### src/rtl/lpht_pkg.sv
// Shared types, codes and constants of the linear-probe hash table.
`timescale 1ns / 1ps

package lpht_pkg;

    // Default storage geometry
    localparam int CAPACITY_DEF   = 1024;
    localparam int KEY_BITS_DEF   = 32;
    localparam int VALUE_BITS_DEF = 32;

    // Fixed field widths of the item channels
    localparam int CMD_W    = 2;
    localparam int KEY_W    = 32;
    localparam int HASH_W   = 32;
    localparam int VALUE_W  = 32;
    localparam int INDEX_W  = 11;
    localparam int STATUS_W = 3;
    localparam int COUNT_W  = 10;

    // Size register
    localparam int          CFG_W            = 11;
    localparam logic [10:0] TABLE_SIZE_RESET = 11'd1024;
    localparam int          MIN_TABLE_SIZE   = 2;

    // Iterative remainder unit: bits retired per cycle
    localparam int MOD_BITS_PER_STEP = 4;
    localparam int MOD_STEPS         = HASH_W / MOD_BITS_PER_STEP;
    localparam int MOD_CNT_W         = (MOD_STEPS > 1) ? $clog2(MOD_STEPS) : 1;

    typedef enum logic [CMD_W-1:0] {
        CMD_LOOKUP = 2'd0,
        CMD_INSERT = 2'd1,
        CMD_NEXT   = 2'd2
    } t_cmd;

    typedef enum logic [STATUS_W-1:0] {
        ST_FOUND     = 3'd0,
        ST_NOT_FOUND = 3'd1,
        ST_INSERTED  = 3'd2,
        ST_UPDATED   = 3'd3,
        ST_FULL      = 3'd4
    } t_status;

    typedef enum logic [2:0] {
        S_CLEAR,
        S_IDLE,
        S_HASH,
        S_PROBE,
        S_SCAN,
        S_DONE
    } t_state;

    typedef struct packed {
        t_cmd                cmd;
        logic [KEY_W-1:0]    key;
        logic [HASH_W-1:0]   key_digest;
        logic [VALUE_W-1:0]  value;
        logic [INDEX_W-1:0]  start_index;
    } t_in_item;

    typedef struct packed {
        t_status             status;
        logic [VALUE_W-1:0]  value_out;
        logic [INDEX_W-1:0]  slot_index;
        logic [COUNT_W-1:0]  entry_count;
    } t_out_item;

endpackage

### src/rtl/lpht_mod.sv
// Iterative remainder unit: hash mod table size, a few bits per cycle.
`timescale 1ns / 1ps

module lpht_mod #(
    parameter int SZ_W = lpht_pkg::INDEX_W
) (
    input  logic                        i_clk,
    input  logic                        i_rst_n,
    input  logic                        i_start,
    input  logic [lpht_pkg::HASH_W-1:0] i_dividend,
    input  logic [SZ_W-1:0]             i_divisor,
    output logic                        o_done,
    output logic [SZ_W-1:0]             o_rem
);

    logic                          r_busy;
    logic                          r_done;
    logic [lpht_pkg::MOD_CNT_W-1:0] r_cnt;
    logic [lpht_pkg::HASH_W-1:0]   r_dvd;
    logic [SZ_W-1:0]               r_div;
    logic [SZ_W-1:0]               r_rem;
    logic [SZ_W-1:0]               n_rem;

    // Restoring remainder, one bit per inner step
    always_comb begin
        logic [SZ_W:0]   t;
        logic [SZ_W-1:0] rv;
        rv = r_rem;
        for (int k = 0; k < lpht_pkg::MOD_BITS_PER_STEP; k++) begin
            t = {rv, r_dvd[lpht_pkg::HASH_W-1-k]};
            if (t >= {1'b0, r_div}) begin
                t = t - {1'b0, r_div};
            end
            rv = t[SZ_W-1:0];
        end
        n_rem = rv;
    end

    always_ff @(posedge i_clk) begin
        if (!i_rst_n) begin
            r_busy <= 1'b0;
            r_done <= 1'b0;
            r_cnt  <= '0;
        end else begin
            // Flag done for one cycle after the last step
            r_done <= !i_start && r_busy &&
                      (r_cnt == lpht_pkg::MOD_CNT_W'(lpht_pkg::MOD_STEPS - 1));
            if (i_start) begin
                r_busy <= 1'b1;
                r_cnt  <= '0;
            end else if (r_busy) begin
                r_cnt <= r_cnt + 1'b1;
                if (r_cnt == lpht_pkg::MOD_CNT_W'(lpht_pkg::MOD_STEPS - 1)) begin
                    r_busy <= 1'b0;
                end
            end
        end
    end

    always_ff @(posedge i_clk) begin
        if (i_start) begin
            r_dvd <= i_dividend;
            r_div <= i_divisor;
            r_rem <= '0;
        end else if (r_busy) begin
            r_dvd <= r_dvd << lpht_pkg::MOD_BITS_PER_STEP;
            r_rem <= n_rem;
        end
    end

    assign o_done = r_done;
    assign o_rem  = r_rem;

endmodule

### config.mk
export PLATFORM = sky130hd
export DESIGN_NAME = lpht_mod
export DESIGN_NICKNAME = d
export VERILOG_FILES = /design/src/rtl/lpht_pkg.sv /design/src/rtl/lpht_mod.sv
export SDC_FILE = /design/constraint.sdc
export NUM_CORES = 1
export LEC_CHECK = 0
export BUFFER_PORTS_ARGS = -buffer_cell sky130_fd_sc_hd__buf_4
export CORE_MARGIN = 4
export CORE_UTILIZATION = 54
export DETAILED_ROUTE_END_ITERATION = 7
export PLACE_DENSITY = 0.86
export SYNTH_ARGS = -nofsm -noshare
export SYNTH_HDL_FRONTEND = slang
export SYNTH_SLANG_ARGS = --single-unit
### constraint.sdc
create_clock -name i_clk -period 7.9 [get_ports i_clk]
set_input_delay 1.58 -clock i_clk [delete_from_list [all_inputs] [get_ports i_clk]]
set_output_delay 1.58 -clock i_clk [all_outputs]
set_load 0.05 [all_outputs]
# --- After elaboration in Yosys (flattened, before gate mapping) ---
# Index checks and enable logic that the tools add are counted.
totals:
  wordCells: 31
  in_bits: 46
  out_inout_bits: 12
  reg_bits: 59
classes:
  bitwise_logic: 1
  n_eq_ne: 1
  n_reduce_logical: 5
  n_lt_le_gt_ge: 4
  muxes: 9
  addsub: 5
op_table:
  columns: ["cell", "count"]
  rows:
  - ["$mux 32", 2]
  - ["$ge 12x11->1", 4]
  - ["$mux 11", 4]
  - ["$sub 11x11->11", 4]
  - ["$add 3x1->3 const B", 1]
  - ["$eq 3x3->1 const B", 1]
  - ["$mux 1", 3]
  - ["$logic_and 1x1->1", 2]
  - ["$reduce_bool 2->1", 1]
  - ["$reduce_or 2->1", 1]
  - ["$logic_not 1->1", 1]
  - ["$not 1->1", 1]

# --- Longest topological paths before layout ---
logic_depth:
  ltp_word: 8
  ltp_mapped: 40
  ltp_nobuf: 36

# --- Worst setup path before layout ---
# Ideal clock, no wire load.
synth_path:
  kind: "register to register"
  startpoint: "reg r_rem[0], in the netlist o_rem[0]"
  endpoint: "reg r_rem[8], in the netlist o_rem[8]"
  setup_time_ns: 0.122
  t_required_ns: 7.778
  arrival_time_ns: 8.713
  period_less_slack_ns: 8.835
  path_buffers: 3
  stages_incl_launch_ff: 36
  setup_slack_ns: -0.935
  path_cell_list: "dfxtp_1 -> inv_1 -> fa_1 -> nand2b_1 -> a211oi_2 -> o31a_1 -> or2_2 -> buf_4 -> mux2_1 -> ha_1 -> a21o_1 -> a221oi_2 -> o21ai_2 -> a22o_1 -> o21ba_1 -> mux2_2 -> ha_1 -> a21o_1 -> a221oi_1 -> nand2_1 -> a21oi_1 -> o21ai_0 -> a211oi_4 -> buf_2 -> mux2_1 -> ha_1 -> or3_1 -> o21ai_0 -> a31oi_1 -> o221a_1 -> o21ai_1 -> nor2b_1 -> and3_4 -> clkbuf_1 -> nor4_1 -> a221o_1"
synth_between:
  elab_chain_len: 8
  elab_cells_between_ends: 12
  cone_classes: "add/sub (4); order compare (4); mux (4)"
synth_rtl:
  columns: ["item", "line_no", "rtl"]
  rows:
  - ["start: declaration", "lpht_mod.sv:21", "logic [SZ_W-1:0] r_rem;"]
  - ["start signal: assignment", "lpht_mod.sv:67", "r_rem <= n_rem;"]
  - ["$sub 11x11->11 / $ge 12x11->1 (equally long branches)", "lpht_mod.sv:32, lpht_mod.sv:31", null]
  - ["$mux 11 *", "lpht_mod.sv:31", "if (t >= {1'b0, r_div}) begin"]
  - ["$sub 11x11->11 / $ge 12x11->1 (equally long branches)", "lpht_mod.sv:32, lpht_mod.sv:31", null]
  - ["$mux 11 *", "lpht_mod.sv:31", null]
  - ["$sub 11x11->11 / $ge 12x11->1 (equally long branches)", "lpht_mod.sv:32, lpht_mod.sv:31", null]
  - ["$mux 11 *", "lpht_mod.sv:31", null]
  - ["$sub 11x11->11 / $ge 12x11->1 (equally long branches)", "lpht_mod.sv:32, lpht_mod.sv:31", null]
  - ["$mux 11 *", "lpht_mod.sv:31", null]
# Every way passes the cells marked *; elsewhere a longest branch is shown, timed or not.
# A chain may end at the register's enable or synchronous reset.

# --- Worst setup path in the final report ---
layout_path:
  startpoint: "reg r_div[0]"
  endpoint: "reg r_rem[9], in the netlist o_rem[9]"
layout_between:
  elab_chain_len: 8
  elab_cells_between_ends: 12
  cone_classes: "add/sub (4); order compare (4); mux (4)"
layout_rtl:
  columns: ["item", "line_no", "rtl"]
  rows:
  - ["start: declaration", "lpht_mod.sv:20", "logic [SZ_W-1:0] r_div;"]
  - ["start signal: assignment", "lpht_mod.sv:63", "r_div <= i_divisor;"]
  - ["$sub 11x11->11 / $ge 12x11->1 (equally long branches)", "lpht_mod.sv:32, lpht_mod.sv:31", null]
  - ["$mux 11", "lpht_mod.sv:31", null]
  - ["$sub 11x11->11 / $ge 12x11->1 (equally long branches)", "lpht_mod.sv:32, lpht_mod.sv:31", null]
  - ["$mux 11", "lpht_mod.sv:31", null]
  - ["$sub 11x11->11 / $ge 12x11->1 (equally long branches)", "lpht_mod.sv:32, lpht_mod.sv:31", null]
  - ["$mux 11", "lpht_mod.sv:31", null]
  - ["$sub 11x11->11 / $ge 12x11->1 (equally long branches)", "lpht_mod.sv:32, lpht_mod.sv:31", null]
  - ["$mux 11 *", "lpht_mod.sv:31", null]
# Marked as above.

==> results by stage <==
Status:
- The flow ran to the end, but the final reports show violations.
- The checks that failed: negative setup slack.

Synthesis:
- Counting flops with a built-in enable in the synthesized netlist gives 43.
- Of the synthesized area, sequential elements account for 0.338.
- By area the synthesized netlist is led by edfxtp_1 (27%), ha_1 (12%), mux2_2 (9.4%).
- The average instance in the mapped netlist occupies 9.99 sq um.
- After synthesis the netlist holds a flip-flop and latch count of 59.
- Counting flops with an async set or reset pin after synthesis yields a share of 0.
- The net count after synthesis is 574.
- edfxtp_1 takes more of the synthesized area than any other cell.
- After synthesis, the most frequently instantiated cells are ha_1 (46), edfxtp_1 (43), mux2_2 (40).
- For this run, the leading register cell type out of synthesis is edfxtp_1.
- The fraction of synthesized cell area taken by the top area cell type is 0.271.
- Summing every instance area after synthesis gives 4770 sq um.
- The number of distinct library cell variants in the gate-level netlist after synthesis is 70.
- The Yosys step of the flow raised 0 warnings.
- Synthesis produced 478 cells.
- Among all cell types in the netlist, the one instantiated most often is ha_1.

Detailed routing:
- The starting DRC count in detailed routing is 403.
- The routed wire length per instance is 23.1 microns.
- After detailed routing, the number of vias per cell comes to 6.43.
- The final routed DRC violation total is 0.
- The detailed router placed 4812 vias in this run.
- The first detailed-routing pass took 6 iterations.
- The detail route stage leaves a number of antenna-violating nets equal to 0.
- The final wirelength is 17.3 mm.

Finish:
- Summing all multi-input logic gate instances after layout gives 3530 sq um.
- The sequential standard cell area is 1630 sq um.
- The number of nets in the final layout is 731.
- The number of inserted filler cells in the final layout is 508.
- The post-synthesis to final-layout area growth is 43.3%.
- The number of antenna cells inserted is 0.
- The fraction of layout instances using a drive strength above 1 is 0.478.

Floorplan:
- The chip width is 102 microns.
- The core region is 8680 sq um.
- For this configuration, the core starts out at a cell density of 0.550.
- The floorplan step defined a die boundary enclosing 10400 sq um.
- The floorplan has 34 rows.
- The die extent in y is 102 microns.
- 58 I/O pins were placed.

STA:
- Across the routed clock network, the largest skew measured is 15.4 ps.
- The tightest hold path in the finished design has a slack of 518 ps.
- The max-slew violation count is 0.
- The slack of the critical path is -314 ps.
- The number of hold violations in the final report was 0.
- Counting I/O delays and the setup requirement, the final critical path takes 8210 ps.
- The actual slew at the worst max-slew pin is 1290 ps.
- The relative slew slack is 0.140.
- The highest achievable clock rate is 0.122 GHz.
- The setup-violating endpoint count in the final report is 11.
- Setup repair after global routing could not meet its margin everywhere.
- Of the available clock period, the critical path in the final layout requires 1.04.

Clocking:
- After clock tree synthesis, the flow added hold-fix buffers numbering 0.
- The level count of the clock H-tree is 3.
- Clock-pin slew was measured on the worst setup and hold paths at 80 ps.
- Clock tree synthesis found a total of 59 sinks.
- The clock tree root driver cell is clkbuf_8.
- The later-pin clock latency in the skew report is 350 ps.
- TritonCTS built the clock tree.
- The number of clock buffers inserted by TritonCTS is 9.
- The number of buffers on the longest clock path is 2.

Worst hold path:
- The class of the most critical hold timing path is reg2reg.

Global route:
- The first global-routing pass estimated 24.6 mm of wire.
- The overall overflow remaining after global route is 0.
- The via count of the first global-routing pass came to 4726.
- In the global route stage, overall resource usage came out at 0.310.
- The maximum number of pins on one net before global-route repair is 53.
- The number of antenna violations at the first check in global routing is 0.

Setup path:
- Among the stages of the critical path, the cell type that occurs most often is o21ai_2.
- The highest net fanout along the worst path is 4.
- Data on the critical path is required at its endpoint by 8140 ps.
- The kind of cell with the highest combined delay on the critical path is compound AO/OA/AOI/OAI gates.
- The category of the worst setup path capture point is a flip-flop.
- The critical path in this run is classified as reg2reg.
- The worst setup path is launched from a flip-flop.
- The worst endpoint data arrival time is 8460 ps.
- Counting both buffers and inverters, the worst setup path holds a total of 3.
- The master of the slowest instance on the critical path is or4b_4.
- For this run, the slowest stage of the critical path takes 520 ps.

Placed design:
- The total half-perimeter wirelength after legalization and detailed placement is 11.7 mm.
- Routability-driven placement finished with a final weighted congestion of 0.991.
- The quantity of I/O buffers inserted on ports is 57.

Run:
- Across the run, the number of max-cap violations was 0.
path summary, 6_finish.rpt:
check                           cells past startpoint               endpoint                   from  slack (ps)
worst min register to register                      2  r_cnt[2]$_SDFFE_PP0P_  r_cnt[2]$_SDFFE_PP0P_         520
worst max register to register                     35  o_rem[9]$_SDFFE_PP0P_     r_div[0]$_DFFE_PP_        -310
worst max-delay path                               35  o_rem[9]$_SDFFE_PP0P_     r_div[0]$_DFFE_PP_        -310
worst min-delay path                                2  r_cnt[2]$_SDFFE_PP0P_  r_cnt[2]$_SDFFE_PP0P_         520
worst register-to-register path: cells and delay by family, from the launching register on:
family / cells / cell delay, ps
mux: 3 / 850
simple gates: 7 / 1480
buf+inv: 3 / 390
flops: 1 / 440
fa+ha+maj: 5 / 1470
compound gates: 17 / 3490
cells by family after synthesis:
family,share of synthesized area
AO/OA/AOI/OAI,0.181
XOR/XNOR,0.0495
adder cells (fa/ha/maj),0.137
buffers and inverters,0.0383
flip-flops,0.338
multiplexers,0.117
AND/OR/NAND/NOR,0.138
cell usage in the layout, fill, tap and decap left out, types with 5 or more instances in the layout:
| cell type | count |
|---|---|
| nor2_1 | 24 |
| nand2_1 | 26 |
| xnor2_1 | 19 |
| and3_4 | 5 |
| nor3_1 | 8 |
| ha_4 | 17 |
| dfxtp_1 | 7 |
| nor2b_1 | 9 |
| a21o_1 | 11 |
| a21oi_1 | 21 |
| xor2_1 | 8 |
| o21ai_0 | 10 |
| dfxtp_2 | 8 |
| o21ai_1 | 5 |
| and2_1 | 5 |
| buf_4 | 152 |
| nand2b_1 | 5 |
| o21a_1 | 8 |
| nand3_1 | 7 |
| mux2_2 | 35 |
| and3_1 | 6 |
| ha_1 | 28 |
| mux2_4 | 10 |
| o21ai_2 | 8 |
| edfxtp_1 | 43 |
| inv_1 | 29 |
| clkbuf_8 | 9 |
layout make-up:
type	instances	area share
clock buffer	9	0.0181
timing repair buffer	158	0.180
clock inverter	7	0.0110
tap	108	0.0198
multi-input combinational	375	0.516
inverter	32	0.0176
sequential	59	0.238
layer usage:
metal,GRT usage,vias to the layer above,part of all wire
li1,-,2106,-
met1,0.379,2313,0.37
met4,0.135,0,0.064
met5,0,-,0
met2,0.527,288,0.49
met3,0.0689,105,0.082
repair_timing:
action                     4_1_cts  5_1_grt
cloned                           2        0
setup endpoints to repair       11       11
setup buffers                    6       19
pin swaps                       12       26
resized for setup               22       49
state kept, by name (all words and copies together), names as in the netlist:
signal,cells
r_dvd,32
o_rem,11
r_div,11
r_cnt,3
o_done,1
r_busy,1
per-stage QoR:
step / util / cells / cell area (sq um) / setup TNS (ps) / setup WS [ps]
2_1_floorplan: - / 478 / 4980 / -63.0 / -38.1
3_3_place_gp: 0.698 / 707 / 6060 / 0 / 103
3_5_place_dp: 0.698 / 707 / 6060 / -683 / -122
4_1_cts: 0.744 / 731 / 6450 / 0 / 2.42
5_1_grt: 0.788 / 748 / 6840 / -4990 / -540
6_report: 0.788 / 748 / 6840 / -2390 / -314
Power is not shown: default switching activity piles up to over one toggle a cycle in this logic, so the estimate is an artifact.
